===== config.mk =====
export PLATFORM = sky130hd
export DESIGN_NAME = stale_result_follower_top
export DESIGN_NICKNAME = d
export VERILOG_FILES = /design/src/sv/srf_pkg.sv /design/src/sv/srf_cfg.sv /design/src/sv/srf_core.sv /design/src/sv/stale_result_follower_top.sv
export VERILOG_INCLUDE_DIRS = /design/src /design/src/sv
export SDC_FILE = /design/constraint.sdc
export NUM_CORES = 1
export LEC_CHECK = 0
export BUFFER_PORTS_ARGS = -buffer_cell sky130_fd_sc_hd__buf_2
export CAP_MARGIN = 20
export CORE_MARGIN = 3
export CORE_UTILIZATION = 50
export DETAILED_ROUTE_END_ITERATION = 8
export PLACE_DENSITY = 0.69
export SKIP_CTS_REPAIR_TIMING = 1
export SLEW_MARGIN = 20
export SYNTH_ARGS = -nofsm -noshare
export SYNTH_HDL_FRONTEND = slang
export SYNTH_SLANG_ARGS = --single-unit

===== constraint.sdc =====
create_clock -name clk -period 8.7 [get_ports clk]
set_input_delay 1.305 -clock clk [delete_from_list [all_inputs] [get_ports clk]]
set_output_delay 1.305 -clock clk [all_outputs]
set_load 0.02 [all_outputs]

===== src/sv/stale_result_follower_top_macros.svh =====
`ifndef STALE_RESULT_FOLLOWER_TOP_MACROS_SVH
`define STALE_RESULT_FOLLOWER_TOP_MACROS_SVH
`ifndef SYNTH
`define SRF_ASSERT(lbl, clk, rstn, prop) \
	lbl: assert property (@(posedge clk) disable iff (!rstn) (prop)) \
		else $error("%m: assertion failed");
`define SRF_ASSERT_RST(lbl, clk, rstn, prop) \
	lbl: assert property (@(posedge clk) (!rstn) |=> (prop)) \
		else $error("%m: reset assertion failed");
`else
`define SRF_ASSERT(lbl, clk, rstn, prop)
`define SRF_ASSERT_RST(lbl, clk, rstn, prop)
`endif
`endif


===== src/sv/srf_pkg.sv =====
package srf_pkg;

	localparam int GEN_W    = 32;
	localparam int DEB_W    = 16;
	localparam int MS_W     = 17;
	localparam int OP_W     = 3;
	localparam int ADDR_W   = 3;
	localparam int APB_W    = 32;
	localparam logic [15:0] DEBOUNCE_RST = 16'd300;

	// register index, taken from paddr[2]
	localparam logic REG_DEBOUNCE = 1'b0;

	typedef enum logic [2:0] {
		OP_OBSERVE     = 3'd0,
		OP_RUN_STARTED = 3'd1,
		OP_RUN_DONE    = 3'd2,
		OP_RUN_FAILED  = 3'd3,
		OP_ADOPT       = 3'd4,
		OP_CLEAR       = 3'd5
	} op_t;

	typedef enum logic [5:0] {
		MODE_NONE     = 6'b000001,
		MODE_CURRENT  = 6'b000010,
		MODE_DIRTY    = 6'b000100,
		MODE_STARTING = 6'b001000,
		MODE_UPDATING = 6'b010000,
		MODE_FAILED   = 6'b100000
	} mode_t;

	typedef enum logic [2:0] {
		ST_NONE     = 3'd0,
		ST_CURRENT  = 3'd1,
		ST_DIRTY    = 3'd2,
		ST_STARTING = 3'd3,
		ST_UPDATING = 3'd4,
		ST_FAILED   = 3'd5
	} state_code_t;

	typedef enum logic [1:0] {
		RSN_NONE     = 2'd0,
		RSN_GEOMETRY = 2'd1,
		RSN_SUN      = 2'd2,
		RSN_SAMPLING = 2'd3
	} reason_t;

	// first member sits in the top bits
	typedef struct packed {
		logic [GEN_W-1:0]        rerun_count;
		logic [GEN_W-1:0]        discarded_count;
		reason_t                 dirty_reason;
		state_code_t             follow_state;
		logic [GEN_W-1:0]        generation;
		logic signed [MS_W-1:0]  ms_until_start;
		logic                    should_start;
		logic                    changed;
	} result_t;

	function automatic state_code_t mode_code(input mode_t m);
		state_code_t c;
		case (m)
			MODE_NONE:     c = ST_NONE;
			MODE_CURRENT:  c = ST_CURRENT;
			MODE_DIRTY:    c = ST_DIRTY;
			MODE_STARTING: c = ST_STARTING;
			MODE_UPDATING: c = ST_UPDATING;
			MODE_FAILED:   c = ST_FAILED;
			default:       c = ST_NONE;
		endcase
		return c;
	endfunction

endpackage


===== src/sv/srf_cfg.sv =====
`include "stale_result_follower_top_macros.svh"

module srf_cfg (
	input  logic                         clk,
	input  logic                         arst_n,
	input  logic                         psel,
	input  logic                         penable,
	input  logic                         pwrite,
	input  logic [srf_pkg::ADDR_W-1:0]   paddr,
	input  logic [srf_pkg::APB_W-1:0]    pwdata,
	output logic [srf_pkg::APB_W-1:0]    prdata,
	output logic                         pready,
	output logic [srf_pkg::DEB_W-1:0]    debounce
);

	logic [srf_pkg::DEB_W-1:0] debounce_q;
	logic                      wr_en;

	assign pready = 1'b1;
	assign wr_en  = psel && penable && pwrite && (paddr[2] == srf_pkg::REG_DEBOUNCE);

	always_ff @(posedge clk or negedge arst_n) begin
		if (!arst_n) begin
			debounce_q <= srf_pkg::DEBOUNCE_RST;
		end else if (wr_en) begin
			debounce_q <= pwdata[srf_pkg::DEB_W-1:0];
		end
	end

	always_comb begin
		if (paddr[2] == srf_pkg::REG_DEBOUNCE) begin
			prdata = {{(srf_pkg::APB_W-srf_pkg::DEB_W){1'b0}}, debounce_q};
		end else begin
			prdata = '0;
		end
	end

	assign debounce = debounce_q;

	`SRF_ASSERT(a_cfg_write, clk, arst_n, wr_en |=> debounce_q == $past(pwdata[15:0]))
	`SRF_ASSERT(a_cfg_hold, clk, arst_n, !wr_en |=> $stable(debounce_q))
	`SRF_ASSERT_RST(a_cfg_rst, clk, arst_n, debounce_q == srf_pkg::DEBOUNCE_RST)

endmodule


===== src/sv/srf_core.sv =====
`include "stale_result_follower_top_macros.svh"

module srf_core #(
	parameter int SIG_WIDTH  = 32,
	parameter int TIME_WIDTH = 48
) (
	input  logic                            clk,
	input  logic                            arst_n,
	input  logic                            advance,
	input  srf_pkg::op_t                    op,
	input  logic [2:0][SIG_WIDTH-1:0]       sig,
	input  logic [TIME_WIDTH-1:0]           now,
	input  logic [srf_pkg::GEN_W-1:0]       tag,
	input  logic [srf_pkg::DEB_W-1:0]       debounce,
	output srf_pkg::result_t                res
);

	localparam int GW = srf_pkg::GEN_W;

	function automatic srf_pkg::reason_t which_moved(
		input logic [2:0][SIG_WIDTH-1:0] a,
		input logic [2:0][SIG_WIDTH-1:0] b
	);
		srf_pkg::reason_t r;
		if (a[0] != b[0]) begin
			r = srf_pkg::RSN_GEOMETRY;
		end else if (a[1] != b[1]) begin
			r = srf_pkg::RSN_SUN;
		end else if (a[2] != b[2]) begin
			r = srf_pkg::RSN_SAMPLING;
		end else begin
			r = srf_pkg::RSN_NONE;
		end
		return r;
	endfunction

	srf_pkg::mode_t            mode_q, mode_d;
	srf_pkg::reason_t          reason_q, reason_d;
	logic [2:0][SIG_WIDTH-1:0] study_q, study_d;
	logic [2:0][SIG_WIDTH-1:0] world_q, world_d;
	logic [2:0][SIG_WIDTH-1:0] run_q, run_d;
	logic                      wk_q, wk_d;
	logic                      rk_q, rk_d;
	logic [GW-1:0]             gen_q, gen_d;
	logic [TIME_WIDTH-1:0]     ds_q, ds_d;
	logic [GW-1:0]             rr_q, rr_d;
	logic [GW-1:0]             disc_q, disc_d;

	logic                      stamp;
	logic                      changed;
	logic                      running;
	srf_pkg::reason_t          obs_why;
	srf_pkg::reason_t          done_why;
	logic [TIME_WIDTH-1:0]     elapsed;
	logic                      start;
	logic [srf_pkg::MS_W-1:0]  left;

	assign running  = (mode_q == srf_pkg::MODE_STARTING) || (mode_q == srf_pkg::MODE_UPDATING);
	assign obs_why  = which_moved((running && rk_q) ? run_q : study_q, sig);
	assign done_why = which_moved(sig, world_q);

	always_comb begin
		mode_d   = mode_q;
		reason_d = reason_q;
		study_d  = study_q;
		world_d  = world_q;
		run_d    = run_q;
		wk_d     = wk_q;
		rk_d     = rk_q;
		gen_d    = gen_q;
		ds_d     = ds_q;
		rr_d     = rr_q;
		disc_d   = disc_q;
		stamp    = 1'b0;
		changed  = 1'b0;
		case (op)
			srf_pkg::OP_OBSERVE: begin
				world_d = sig;
				wk_d    = 1'b1;
				if (mode_q != srf_pkg::MODE_NONE) begin
					if (obs_why == srf_pkg::RSN_NONE) begin
						if (mode_q == srf_pkg::MODE_DIRTY) begin
							mode_d   = srf_pkg::MODE_CURRENT;
							reason_d = srf_pkg::RSN_NONE;
							changed  = 1'b1;
						end
					end else if (mode_q == srf_pkg::MODE_DIRTY && reason_q == obs_why) begin
						stamp = (world_q != sig);
					end else begin
						gen_d    = gen_q + GW'(1);
						mode_d   = srf_pkg::MODE_DIRTY;
						rk_d     = 1'b0;
						reason_d = obs_why;
						stamp    = 1'b1;
						changed  = 1'b1;
					end
				end
			end
			srf_pkg::OP_RUN_STARTED: begin
				mode_d  = srf_pkg::MODE_UPDATING;
				world_d = sig;
				run_d   = sig;
				wk_d    = 1'b1;
				rk_d    = 1'b1;
				rr_d    = rr_q + GW'(1);
			end
			srf_pkg::OP_RUN_DONE: begin
				if (tag != gen_q) begin
					disc_d = disc_q + GW'(1);
				end else if (wk_q && done_why != srf_pkg::RSN_NONE) begin
					disc_d   = disc_q + GW'(1);
					gen_d    = gen_q + GW'(1);
					mode_d   = srf_pkg::MODE_DIRTY;
					rk_d     = 1'b0;
					reason_d = done_why;
					stamp    = 1'b1;
				end else begin
					study_d  = sig;
					world_d  = sig;
					wk_d     = 1'b1;
					mode_d   = srf_pkg::MODE_CURRENT;
					reason_d = srf_pkg::RSN_NONE;
					stamp    = 1'b1;
					rk_d     = 1'b0;
					changed  = 1'b1;
				end
			end
			srf_pkg::OP_RUN_FAILED: begin
				if (tag != gen_q) begin
					disc_d = disc_q + GW'(1);
				end else begin
					mode_d = srf_pkg::MODE_FAILED;
				end
			end
			srf_pkg::OP_ADOPT: begin
				study_d  = sig;
				world_d  = sig;
				wk_d     = 1'b1;
				mode_d   = srf_pkg::MODE_CURRENT;
				reason_d = srf_pkg::RSN_NONE;
				stamp    = 1'b1;
				rk_d     = 1'b0;
			end
			srf_pkg::OP_CLEAR: begin
				mode_d   = srf_pkg::MODE_NONE;
				reason_d = srf_pkg::RSN_NONE;
				study_d  = '0;
				world_d  = '0;
				run_d    = '0;
				wk_d     = 1'b0;
				rk_d     = 1'b0;
				gen_d    = gen_q + GW'(1);
				ds_d     = '0;
			end
			default: begin
			end
		endcase
		if (stamp) begin
			ds_d = now;
		end
	end

	// status uses the updated mode; a fresh stamp means nothing has elapsed
	always_comb begin
		if (stamp || now < ds_q) begin
			elapsed = '0;
		end else begin
			elapsed = now - ds_q;
		end
		start = (elapsed >= TIME_WIDTH'(debounce));
		if (mode_d != srf_pkg::MODE_DIRTY) begin
			left = '1;
		end else if (start) begin
			left = '0;
		end else begin
			left = {1'b0, debounce - elapsed[srf_pkg::DEB_W-1:0]};
		end
	end

	always_ff @(posedge clk or negedge arst_n) begin
		if (!arst_n) begin
			mode_q   <= srf_pkg::MODE_NONE;
			reason_q <= srf_pkg::RSN_NONE;
			study_q  <= '0;
			world_q  <= '0;
			run_q    <= '0;
			wk_q     <= 1'b0;
			rk_q     <= 1'b0;
			gen_q    <= '0;
			ds_q     <= '0;
			rr_q     <= '0;
			disc_q   <= '0;
		end else if (advance) begin
			mode_q   <= mode_d;
			reason_q <= reason_d;
			study_q  <= study_d;
			world_q  <= world_d;
			run_q    <= run_d;
			wk_q     <= wk_d;
			rk_q     <= rk_d;
			gen_q    <= gen_d;
			ds_q     <= ds_d;
			rr_q     <= rr_d;
			disc_q   <= disc_d;
		end
	end

	always_comb begin
		res.changed         = changed;
		res.should_start    = (mode_d == srf_pkg::MODE_DIRTY) && start;
		res.ms_until_start  = signed'(left);
		res.generation      = gen_d;
		res.follow_state    = srf_pkg::mode_code(mode_d);
		res.dirty_reason    = reason_d;
		res.discarded_count = disc_d;
		res.rerun_count     = rr_d;
	end

	`SRF_ASSERT(a_gen_hold, clk, arst_n, !advance |=> $stable(gen_q))
	`SRF_ASSERT(a_rerun_step, clk, arst_n, (advance && op == srf_pkg::OP_RUN_STARTED) |=> rr_q == $past(rr_q) + GW'(1))
	`SRF_ASSERT(a_clear, clk, arst_n, (advance && op == srf_pkg::OP_CLEAR) |=> (mode_q == srf_pkg::MODE_NONE && !wk_q && !rk_q))

endmodule


===== src/sv/stale_result_follower_top.sv =====
// Channel   Dir  Handshake          Payload
// s_*       in   s_tvalid/s_tready  tuser: operation; tdata: signatures, now_ms, run_generation
// m_*       out  m_tvalid/m_tready  tdata: status result
// APB       in   psel/penable       debounce_ms at address 0
//
// One request per clock when the result side keeps up; each request passes
// through the input register, then the result register.
// Status is computed combinationally between the two registers.
// A result held by m_tready low keeps the input register full; the block then
// takes no new request until the result register drains.
// arst_n clears all follower state and loads debounce_ms with 300.
`include "stale_result_follower_top_macros.svh"

module stale_result_follower_top #(
	parameter int SIG_WIDTH  = 32,
	parameter int TIME_WIDTH = 48
) (
	input  logic                                     clk,
	input  logic                                     arst_n,
	input  logic                                     s_tvalid,
	output logic                                     s_tready,
	// geometry_sig, sun_sig, sampling_sig, now_ms, run_generation, zero fill
	input  logic [((3*SIG_WIDTH+TIME_WIDTH+32+7)/8)*8-1:0] s_tdata,
	// operation
	input  logic [srf_pkg::OP_W-1:0]                 s_tuser,
	output logic                                     m_tvalid,
	input  logic                                     m_tready,
	// changed, should_start, ms_until_start, generation, follow_state,
	// dirty_reason, discarded_count, rerun_count
	output logic [$bits(srf_pkg::result_t)-1:0]      m_tdata,
	input  logic                                     psel,
	input  logic                                     penable,
	input  logic                                     pwrite,
	input  logic [srf_pkg::ADDR_W-1:0]               paddr,
	input  logic [srf_pkg::APB_W-1:0]                pwdata,
	output logic [srf_pkg::APB_W-1:0]                prdata,
	output logic                                     pready
);

	localparam int NOW_LO = 3*SIG_WIDTH;
	localparam int TAG_LO = NOW_LO + TIME_WIDTH;

	logic                            valid_s1;
	srf_pkg::op_t                    op_s1;
	logic [2:0][SIG_WIDTH-1:0]       sig_s1;
	logic [TIME_WIDTH-1:0]           now_s1;
	logic [srf_pkg::GEN_W-1:0]       tag_s1;
	logic                            valid_s2;
	srf_pkg::result_t                res_s2;
	srf_pkg::result_t                res;
	logic [srf_pkg::DEB_W-1:0]       debounce;
	logic                            advance;

	assign advance  = valid_s1 && (!valid_s2 || m_tready);
	assign s_tready = !valid_s1 || advance;

	always_ff @(posedge clk or negedge arst_n) begin
		if (!arst_n) begin
			valid_s1 <= 1'b0;
		end else if (s_tready) begin
			valid_s1 <= s_tvalid;
		end
	end

	always_ff @(posedge clk) begin
		if (s_tvalid && s_tready) begin
			op_s1     <= srf_pkg::op_t'(s_tuser);
			sig_s1[0] <= s_tdata[SIG_WIDTH-1:0];
			sig_s1[1] <= s_tdata[2*SIG_WIDTH-1:SIG_WIDTH];
			sig_s1[2] <= s_tdata[3*SIG_WIDTH-1:2*SIG_WIDTH];
			now_s1    <= s_tdata[TAG_LO-1:NOW_LO];
			tag_s1    <= s_tdata[TAG_LO+srf_pkg::GEN_W-1:TAG_LO];
		end
	end

	srf_cfg u_cfg (
		.clk      (clk),
		.arst_n   (arst_n),
		.psel     (psel),
		.penable  (penable),
		.pwrite   (pwrite),
		.paddr    (paddr),
		.pwdata   (pwdata),
		.prdata   (prdata),
		.pready   (pready),
		.debounce (debounce)
	);

	srf_core #(
		.SIG_WIDTH  (SIG_WIDTH),
		.TIME_WIDTH (TIME_WIDTH)
	) u_core (
		.clk      (clk),
		.arst_n   (arst_n),
		.advance  (advance),
		.op       (op_s1),
		.sig      (sig_s1),
		.now      (now_s1),
		.tag      (tag_s1),
		.debounce (debounce),
		.res      (res)
	);

	always_ff @(posedge clk or negedge arst_n) begin
		if (!arst_n) begin
			valid_s2 <= 1'b0;
		end else if (advance) begin
			valid_s2 <= 1'b1;
		end else if (m_tready) begin
			valid_s2 <= 1'b0;
		end
	end

	always_ff @(posedge clk) begin
		if (advance) begin
			res_s2 <= res;
		end
	end

	assign m_tvalid = valid_s2;
	assign m_tdata  = res_s2;

	`SRF_ASSERT(a_adv_out, clk, arst_n, advance |=> m_tvalid)
	`SRF_ASSERT(a_stall_in, clk, arst_n, (valid_s1 && m_tvalid && !m_tready) |-> !s_tready)
	`SRF_ASSERT(a_acc_fill, clk, arst_n, (s_tvalid && s_tready) |=> valid_s1)

endmodule


==> results of run 1 <==
[flip-flops by register name (all words and copies together), names as in the netlist, 32 cells and up]
signal and count:
u_core.study_q 96, u_core.ds_q 48, now_s1 48, u_core.gen_q 32, sig_s1 96, u_core.run_q 96, tag_s1 32, u_core.world_q 96
u_core.disc_q 32, u_core.rr_q 32, m_tdata 120
[cells in the mapped netlist, drive strengths merged (22+ instances only)]
cell	number
a21o	31
a21oi	117
and3	35
buf	44
clkbuf	155
dfrtp	455
edfxtp	299
ha	83
inv	173
mux2	29
nand2	706
nand2b	34
nand3	89
nand4	72
nor2	156
nor2b	44
nor3	34
nor4	47
o2111ai	29
o21ai	441
o22ai	22
xnor2	244
xor2	173
[routing by layer]
| metal | GRT usage [%] | wire [um] |
|---|---|---|
| met1 | 34.8 | 44400 |
| met2 | 37.5 | 44100 |
| met3 | 3.99 | 5800 |
| met4 | 7.30 | 2690 |
| met5 | 0 | 9 |
[logic make-up (layout without fill, tap and decap cells)]
family	Yosys count	count (layout)	share of synthesized area (%)
simple gates	1309	1309	15.8
compound gates	833	833	13.1
flops	759	759	53.6
xor+xnor	417	417	9.57
buf+inv	374	689	3.98
fa+ha+maj	85	85	2.82
mux	39	39	1.12
other cells	2	19	0.0196
[path summary, 6_finish.rpt]
path                                    start  cells past startpoint                 end  slack [ns]
hold / removal             u_core.study_q[58]                      2  u_core.study_q[58]        0.48
max in group asynchronous              arst_n                      2  u_cfg.debounce[12]        6.63
setup / recovery             u_core.mode_q[2]                     25         m_tdata[16]        0.96
hold reg to reg            u_core.study_q[58]                      2  u_core.study_q[58]        0.48
setup reg to reg             u_core.mode_q[2]                     25         m_tdata[16]        0.96
min in group asynchronous              arst_n                      1      u_core.rr_q[8]        0.65
[final cells by class]
| type | instances | area [um2] | share of cell area (%) |
|---|---|---|---|
| Antenna cell | 2 | 5.00 | 0.0115 |
| Clock buffer | 115 | 2290 | 5.28 |
| Clock inverter | 41 | 470 | 1.08 |
| Inverter | 175 | 662 | 1.52 |
| Multi-Input combinational cell | 2700 | 16400 | 37.7 |
| Sequential cell | 759 | 20500 | 47.2 |
| Tap cell | 969 | 1210 | 2.79 |
| Timing Repair Buffer | 358 | 1900 | 4.38 |
[worst max-delay path, stage by stage, from the launching register on]
cell and delay (ns):
dfrtp_1 0.49, nor4_4 0.36, nand3_4 0.50, a2111oi_0 0.54
a21oi_1 0.09, nor4_1 0.42, nand3_1 0.38, or3_1 0.60
and2_4 0.25, a221o_2 0.51, or2_2 0.35, inv_1 0.06
ha_1 0.16, inv_1 0.06, fa_1 0.39, nand3_1 0.10
a21boi_0 0.11, o31a_1 0.29, o211ai_1 0.17, nand3b_1 0.12
and4_1 0.20, a2111oi_0 0.62, o21bai_1 0.15, a21oi_1 0.20
xor2_1 0.17, o2111ai_1 0.11
[per-stage QoR]
stage	instances	utilization (%)	instance area, um2	total power [mW]	hold slack (ns)
after detailed placement	4961	54.1	40600	7.45	0.471
after CTS	5117	57.8	43400	11.0	0.484
after floorplan	3833	-	38300	6.66	0.449
after global placement	4961	54.1	40600	7.39	0.462
final	5119	57.8	43400	11.0	0.477
after global routing	5117	57.8	43400	11.6	0.498
[power breakdown]
part           switching (mW)  total (mW)  internal, mW
combinational            1.60        2.67          1.06
sequential              0.429        4.74          4.31
clock                    1.48        3.55          2.07
==> summary.md, run 1 <==
| Metric | Value |
|---|---|
| Crit path launch type | flip-flop |
| CP Max Fanout | 39 |
| Crit end category | flip-flop |
| Mapped cell area | 38300 um2 |
| Ys flop type | dfrtp_1 |
| Final WL | 97.0 mm |
| Period utilization | 88.9% |
| Clock buffer depth | 3 |
| Syn Inst Count | 3818 |
| Unique cell type count in the Yosys netlist | 89 |
| Initial antenna violation count | 5 |
| Worst-Margin Slew | between 1 and 1.5 ns |
| Row count | 100 |
| Wire per inst | 19.0 um |
| Min cycle time layout | approximately 7.7 ns |
| Sequential area share after synthesis | 53.6% |
| Ratio of cells with drive above 1 in the final layout | between 10 and 15% |
| Clk sinks | approximately 760 |
| Final WS setup | 0.964 ns |
| Area delta synth->final | 13.5% |
| Commonest cells after routing, fill and taps aside | nand2_1, dfrtp_1, o21ai_0 |
| HP Class | flip-flop to flip-flop |
| DR vias/cell | 5.56 |
| DRC Markers | 0 |
| Setup tns final | 0 ns |
| Num CTS Buffers | between 80 and 90 |
| Number of setup violations in the final report | 0 |
| Rel. slew slack | 24.2% |
| Initial core utilization | 51.0% |
| Clk Latency, worst-skew pair | 0.64 ns |
| Max Freq | 129 MHz |
| CORE AREA | around 75000 um2 |
| Max-cap violations | 0 |
| Pre-CTS setup slack | 1.06 ns |
| RSZ-0062 raised after global routing | no |
| Power Dens Cells | 252 nW/um2 |
| Clock transition at the registers of the reported paths | roughly 0.060 ns |
| Clock skew | 0.0277 ns |
| Total gr overflow | 0 |
| Largest net degree at the start of global routing | 170 |
| Yosys reg bits | 759 |
| Final Wtd Congestion | 0.889 |
| Final net count | between 4000 and 5000 |
| Worst EP arrival | 8.06 ns |
| Leak | 18.8 nW |
| Yosys warns | 0 |
| Yosys top cell by area | dfrtp_1 |
| Number of global-route vias before repair | about 27000 |
| Iter 0 DRT Violations | 2473 |
| Peak VDD IR | 222 uV |
| Leading cell type in the layout, fill and taps excluded | nand2_1 |
| Post-synth EDFFs | around 300 |
| DIE HEIGHT | 283 um |
| CTS tree | yes |
| Status | finished, final reports clean |
| DIE WIDTH | 283 um |
| First-pass GRT wire length | ~150 mm |
| Clk root buf | clkbuf_16 |
| Total die area | 79900 um2 |
| Fin. Hold Viols | 0 |
| Max H-tree Level | 3 |
| Pins over their slew limit | 0 |
| I/O pins | 376 |
| Final ANT Viol Nets | 0 |
| DR pass1 iterations | 6 |
| Asr flop ratio synth | 60.6% |
| Top cells by area, synth | dfrtp_1, edfxtp_1, nand2_1 |
| Avg Inst Size Synth | 10.0 um2 |
| Total GRT Usage | 24.1% |
| Yosys top cell area share | between 20% and 30% |
| Crit Path Class | flip-flop to flip-flop |
| Port bufs | 340 |
| DR vias | roughly 28000 |
| CP Data Required Time | approximately 9 ns |
| # fillers | approximately 6500 |
| Final HPWL DP | 68.3 mm |
(Power assumes the default switching activity.)
==> run 2, diff against run 1 <==
PLACE_DENSITY = 0.72   (was 0.69)
REMOVE_ABC_BUFFERS = 1   (was default)
clock period = 6.6 ns   (was 8.7 ns; I/O delays follow)
==> run 2 against run 1 <==
  * Via count is 1.8% higher
  * Power up 34%
  * Register-to-register slack got worse by 0.65 ns
  * First-iteration DRC count shrank 8.5%
  * Cell count up 0.76%
  * Non-clock buffer count is 43 higher
  * Die area stayed put
  * Clock skew fell by 0.0010 ns
  * Critical path depth unchanged
  * Largest cell class unchanged
  * Highest routed layer unchanged
==> summary.md, run 2 (synthesis gave the netlist of run 1 again) <==
| Metric | Value |
|---|---|
| Worst-Margin Slew | 1.08 ns |
| Num CTS Buffers | 82 |
| Initial antenna violation count | 3 |
| Final ANT Viol Nets | 0 |
| Max Freq | 159 MHz |
| # fillers | 6274 |
| Clock buffer depth | 3 |
| R2r startpoint | sig_s1[64] |
| Initial core utilization | 51.0% |
| DR vias/cell | 5.62 |
| Row count | 100 |
| CTS tree | yes |
| Setup tns final | 0 ns |
| Overall power | ~15 mW |
| Final net count | roughly 4400 |
| R2R Setup Slk | roughly 0.31 ns |
| Placed insts | 4998 |
| Leading cell type in the layout, fill and taps excluded | nand2_1 |
| HP Class | primary input to asynchronous set/reset pin |
| DR vias | 29000 |
| Pre-CTS setup slack | between 0.006 and 0.007 ns |
| Area delta synth->final | 15.1% |
| Max H-tree Level | 3 |
| Power Dens Cells | 334 nW/um2 |
| Reg-to-reg endpoint | m_tdata[16] |
| Leak | roughly 19 nW |
| DRC Markers | 0 |
| Number of global-route vias before repair | approximately 28000 |
| Status | finished, final reports clean |
| Fin. Hold Viols | 0 |
| Critical path startpoint | sig_s1[64] |
| Final instance area | 44000 um2 |
| Placed cell area | 40900 um2 |
| Clk sinks | around 760 |
| Iter 0 DRT Violations | 2263 |
| Total die area | 79900 um2 |
| CP Max Fanout | 6 |
| DIE HEIGHT | 283 um |
| Worst EP arrival | approximately 6.6 ns |
| Worst Reg2Reg Path Length in Cells | 25 |
| CORE AREA | 75100 um2 |
| Total gr overflow | 0 |
| Crit end category | flip-flop |
| Final WS setup | 0.312 ns |
| Final Wtd Congestion | 0.912 |
| Min cycle time layout | 6.29 ns |
| Ant diodes | 0 |
| Number of setup violations in the final report | 0 |
| Crit path launch type | flip-flop |
| Port bufs | 340 |
| Crit Path Class | flip-flop to flip-flop |
| DIE WIDTH | 283 um |
| Clk Latency, worst-skew pair | about 0.65 ns |
| Wire per inst | between 15 and 20 um |
| Largest net degree at the start of global routing | 167 |
| Max reg flops | 120 |
| Fin cells | 5158 |
| Commonest cells after routing, fill and taps aside | nand2_1, dfrtp_1, o21ai_0 |
| Peak VDD IR | just over 300 uV |
| DR pass1 iterations | 5 |
| Clk root buf | clkbuf_16 |
| RSZ-0062 raised after global routing | yes |
| Pins over their slew limit | 0 |
| Final WL | 95.8 mm |
| I/O pins | 376 |
| Max-cap violations | 0 |
| Rel. slew slack | 27.7% |
| Final HPWL DP | 67.4 mm |
| Ratio of cells with drive above 1 in the final layout | 15.1% |
| First-pass GRT wire length | 151 mm |
| Clock transition at the registers of the reported paths | 0.06 ns |
| Clock skew | ~0.027 ns |
| CP Data Required Time | 6.93 ns |
| Period utilization | between 90% and 100% |
| Total GRT Usage | 23.7% |
## run 2: cell count changes in the layout (fill, tap and decap cells not counted), moves of 4 or more
cell and delta:
a2111oi_0 -6, a2111oi_2 +4, buf_4 +38, bufinv_16 +4, clkbuf_1 -7, clkbuf_8 +4, clkinv_1 -4, nor4_1 -5
nor4_2 +5
## run 2: how the worst max path moves through the flow
stage / cells past startpoint / endpoint / slack [ns]
4_1_cts: 24 / m_tdata[1] / -0.03
3_3_place_gp: 27 / m_tdata[16] / 0.02
3_5_place_dp: 24 / m_tdata[1] / 0.006
2_1_floorplan: 5 / u_core.run_q[94] / -3.62
5_1_grt: 26 / m_tdata[16] / -0.07
6_report: 25 / m_tdata[16] / 0.31
## run 2: power breakdown
group	switching [mW]	internal, mW
Combinational	2.15	1.46
Sequential	0.566	5.68
Clock	1.98	2.87
Total	4.70	10.0
## run 2: per-stage QoR
stage	hold slack, ns	util (%)
finish	0.371	58.7
global route	0.432	58.7
CTS	0.405	58.4
detailed placement	0.470	54.5
global placement	0.462	54.5
floorplan	0.449	-
## run 2: routing by layer
layer / track usage [%] / vias to the layer above / routed length [um]
li1: - / 13900 / -
met1: 33.2 / 13900 / 42400
met2: 38.1 / 924 / 44900
met3: 3.37 / 171 / 5690
met4: 7.50 / 6 / 2810
met5: 0 / - / 39
## run 2: final cells by class
type,instances,area [um2],area share (%)
repair buffers,401,2270,5.15
inverters,175,662,1.50
clock inverters,45,653,1.48
multi-input cells,2700,16500,37.5
flip-flops and latches,759,20500,46.5
well taps,969,1210,2.75
clock buffers,109,2240,5.09
## run 2: critical path: stages, from the launching register on
cell	delay [ns]
edfxtp_1	0.50
a222oi_1	0.47
nand4_1	0.25
o32ai_2	0.27
mux2i_1	0.15
or4_4	0.53
or3_4	0.34
and2_4	0.17
a221o_2	0.39
or2_2	0.30
inv_1	0.06
ha_1	0.16
inv_1	0.06
fa_1	0.38
nand3_1	0.10
a21boi_0	0.10
o31a_1	0.29
o211ai_1	0.19
nand3b_1	0.11
and4_1	0.23
a2111oi_4	0.26
buf_4	0.17
o21bai_1	0.08
a21oi_2	0.15
xor2_1	0.16
o2111ai_1	0.11
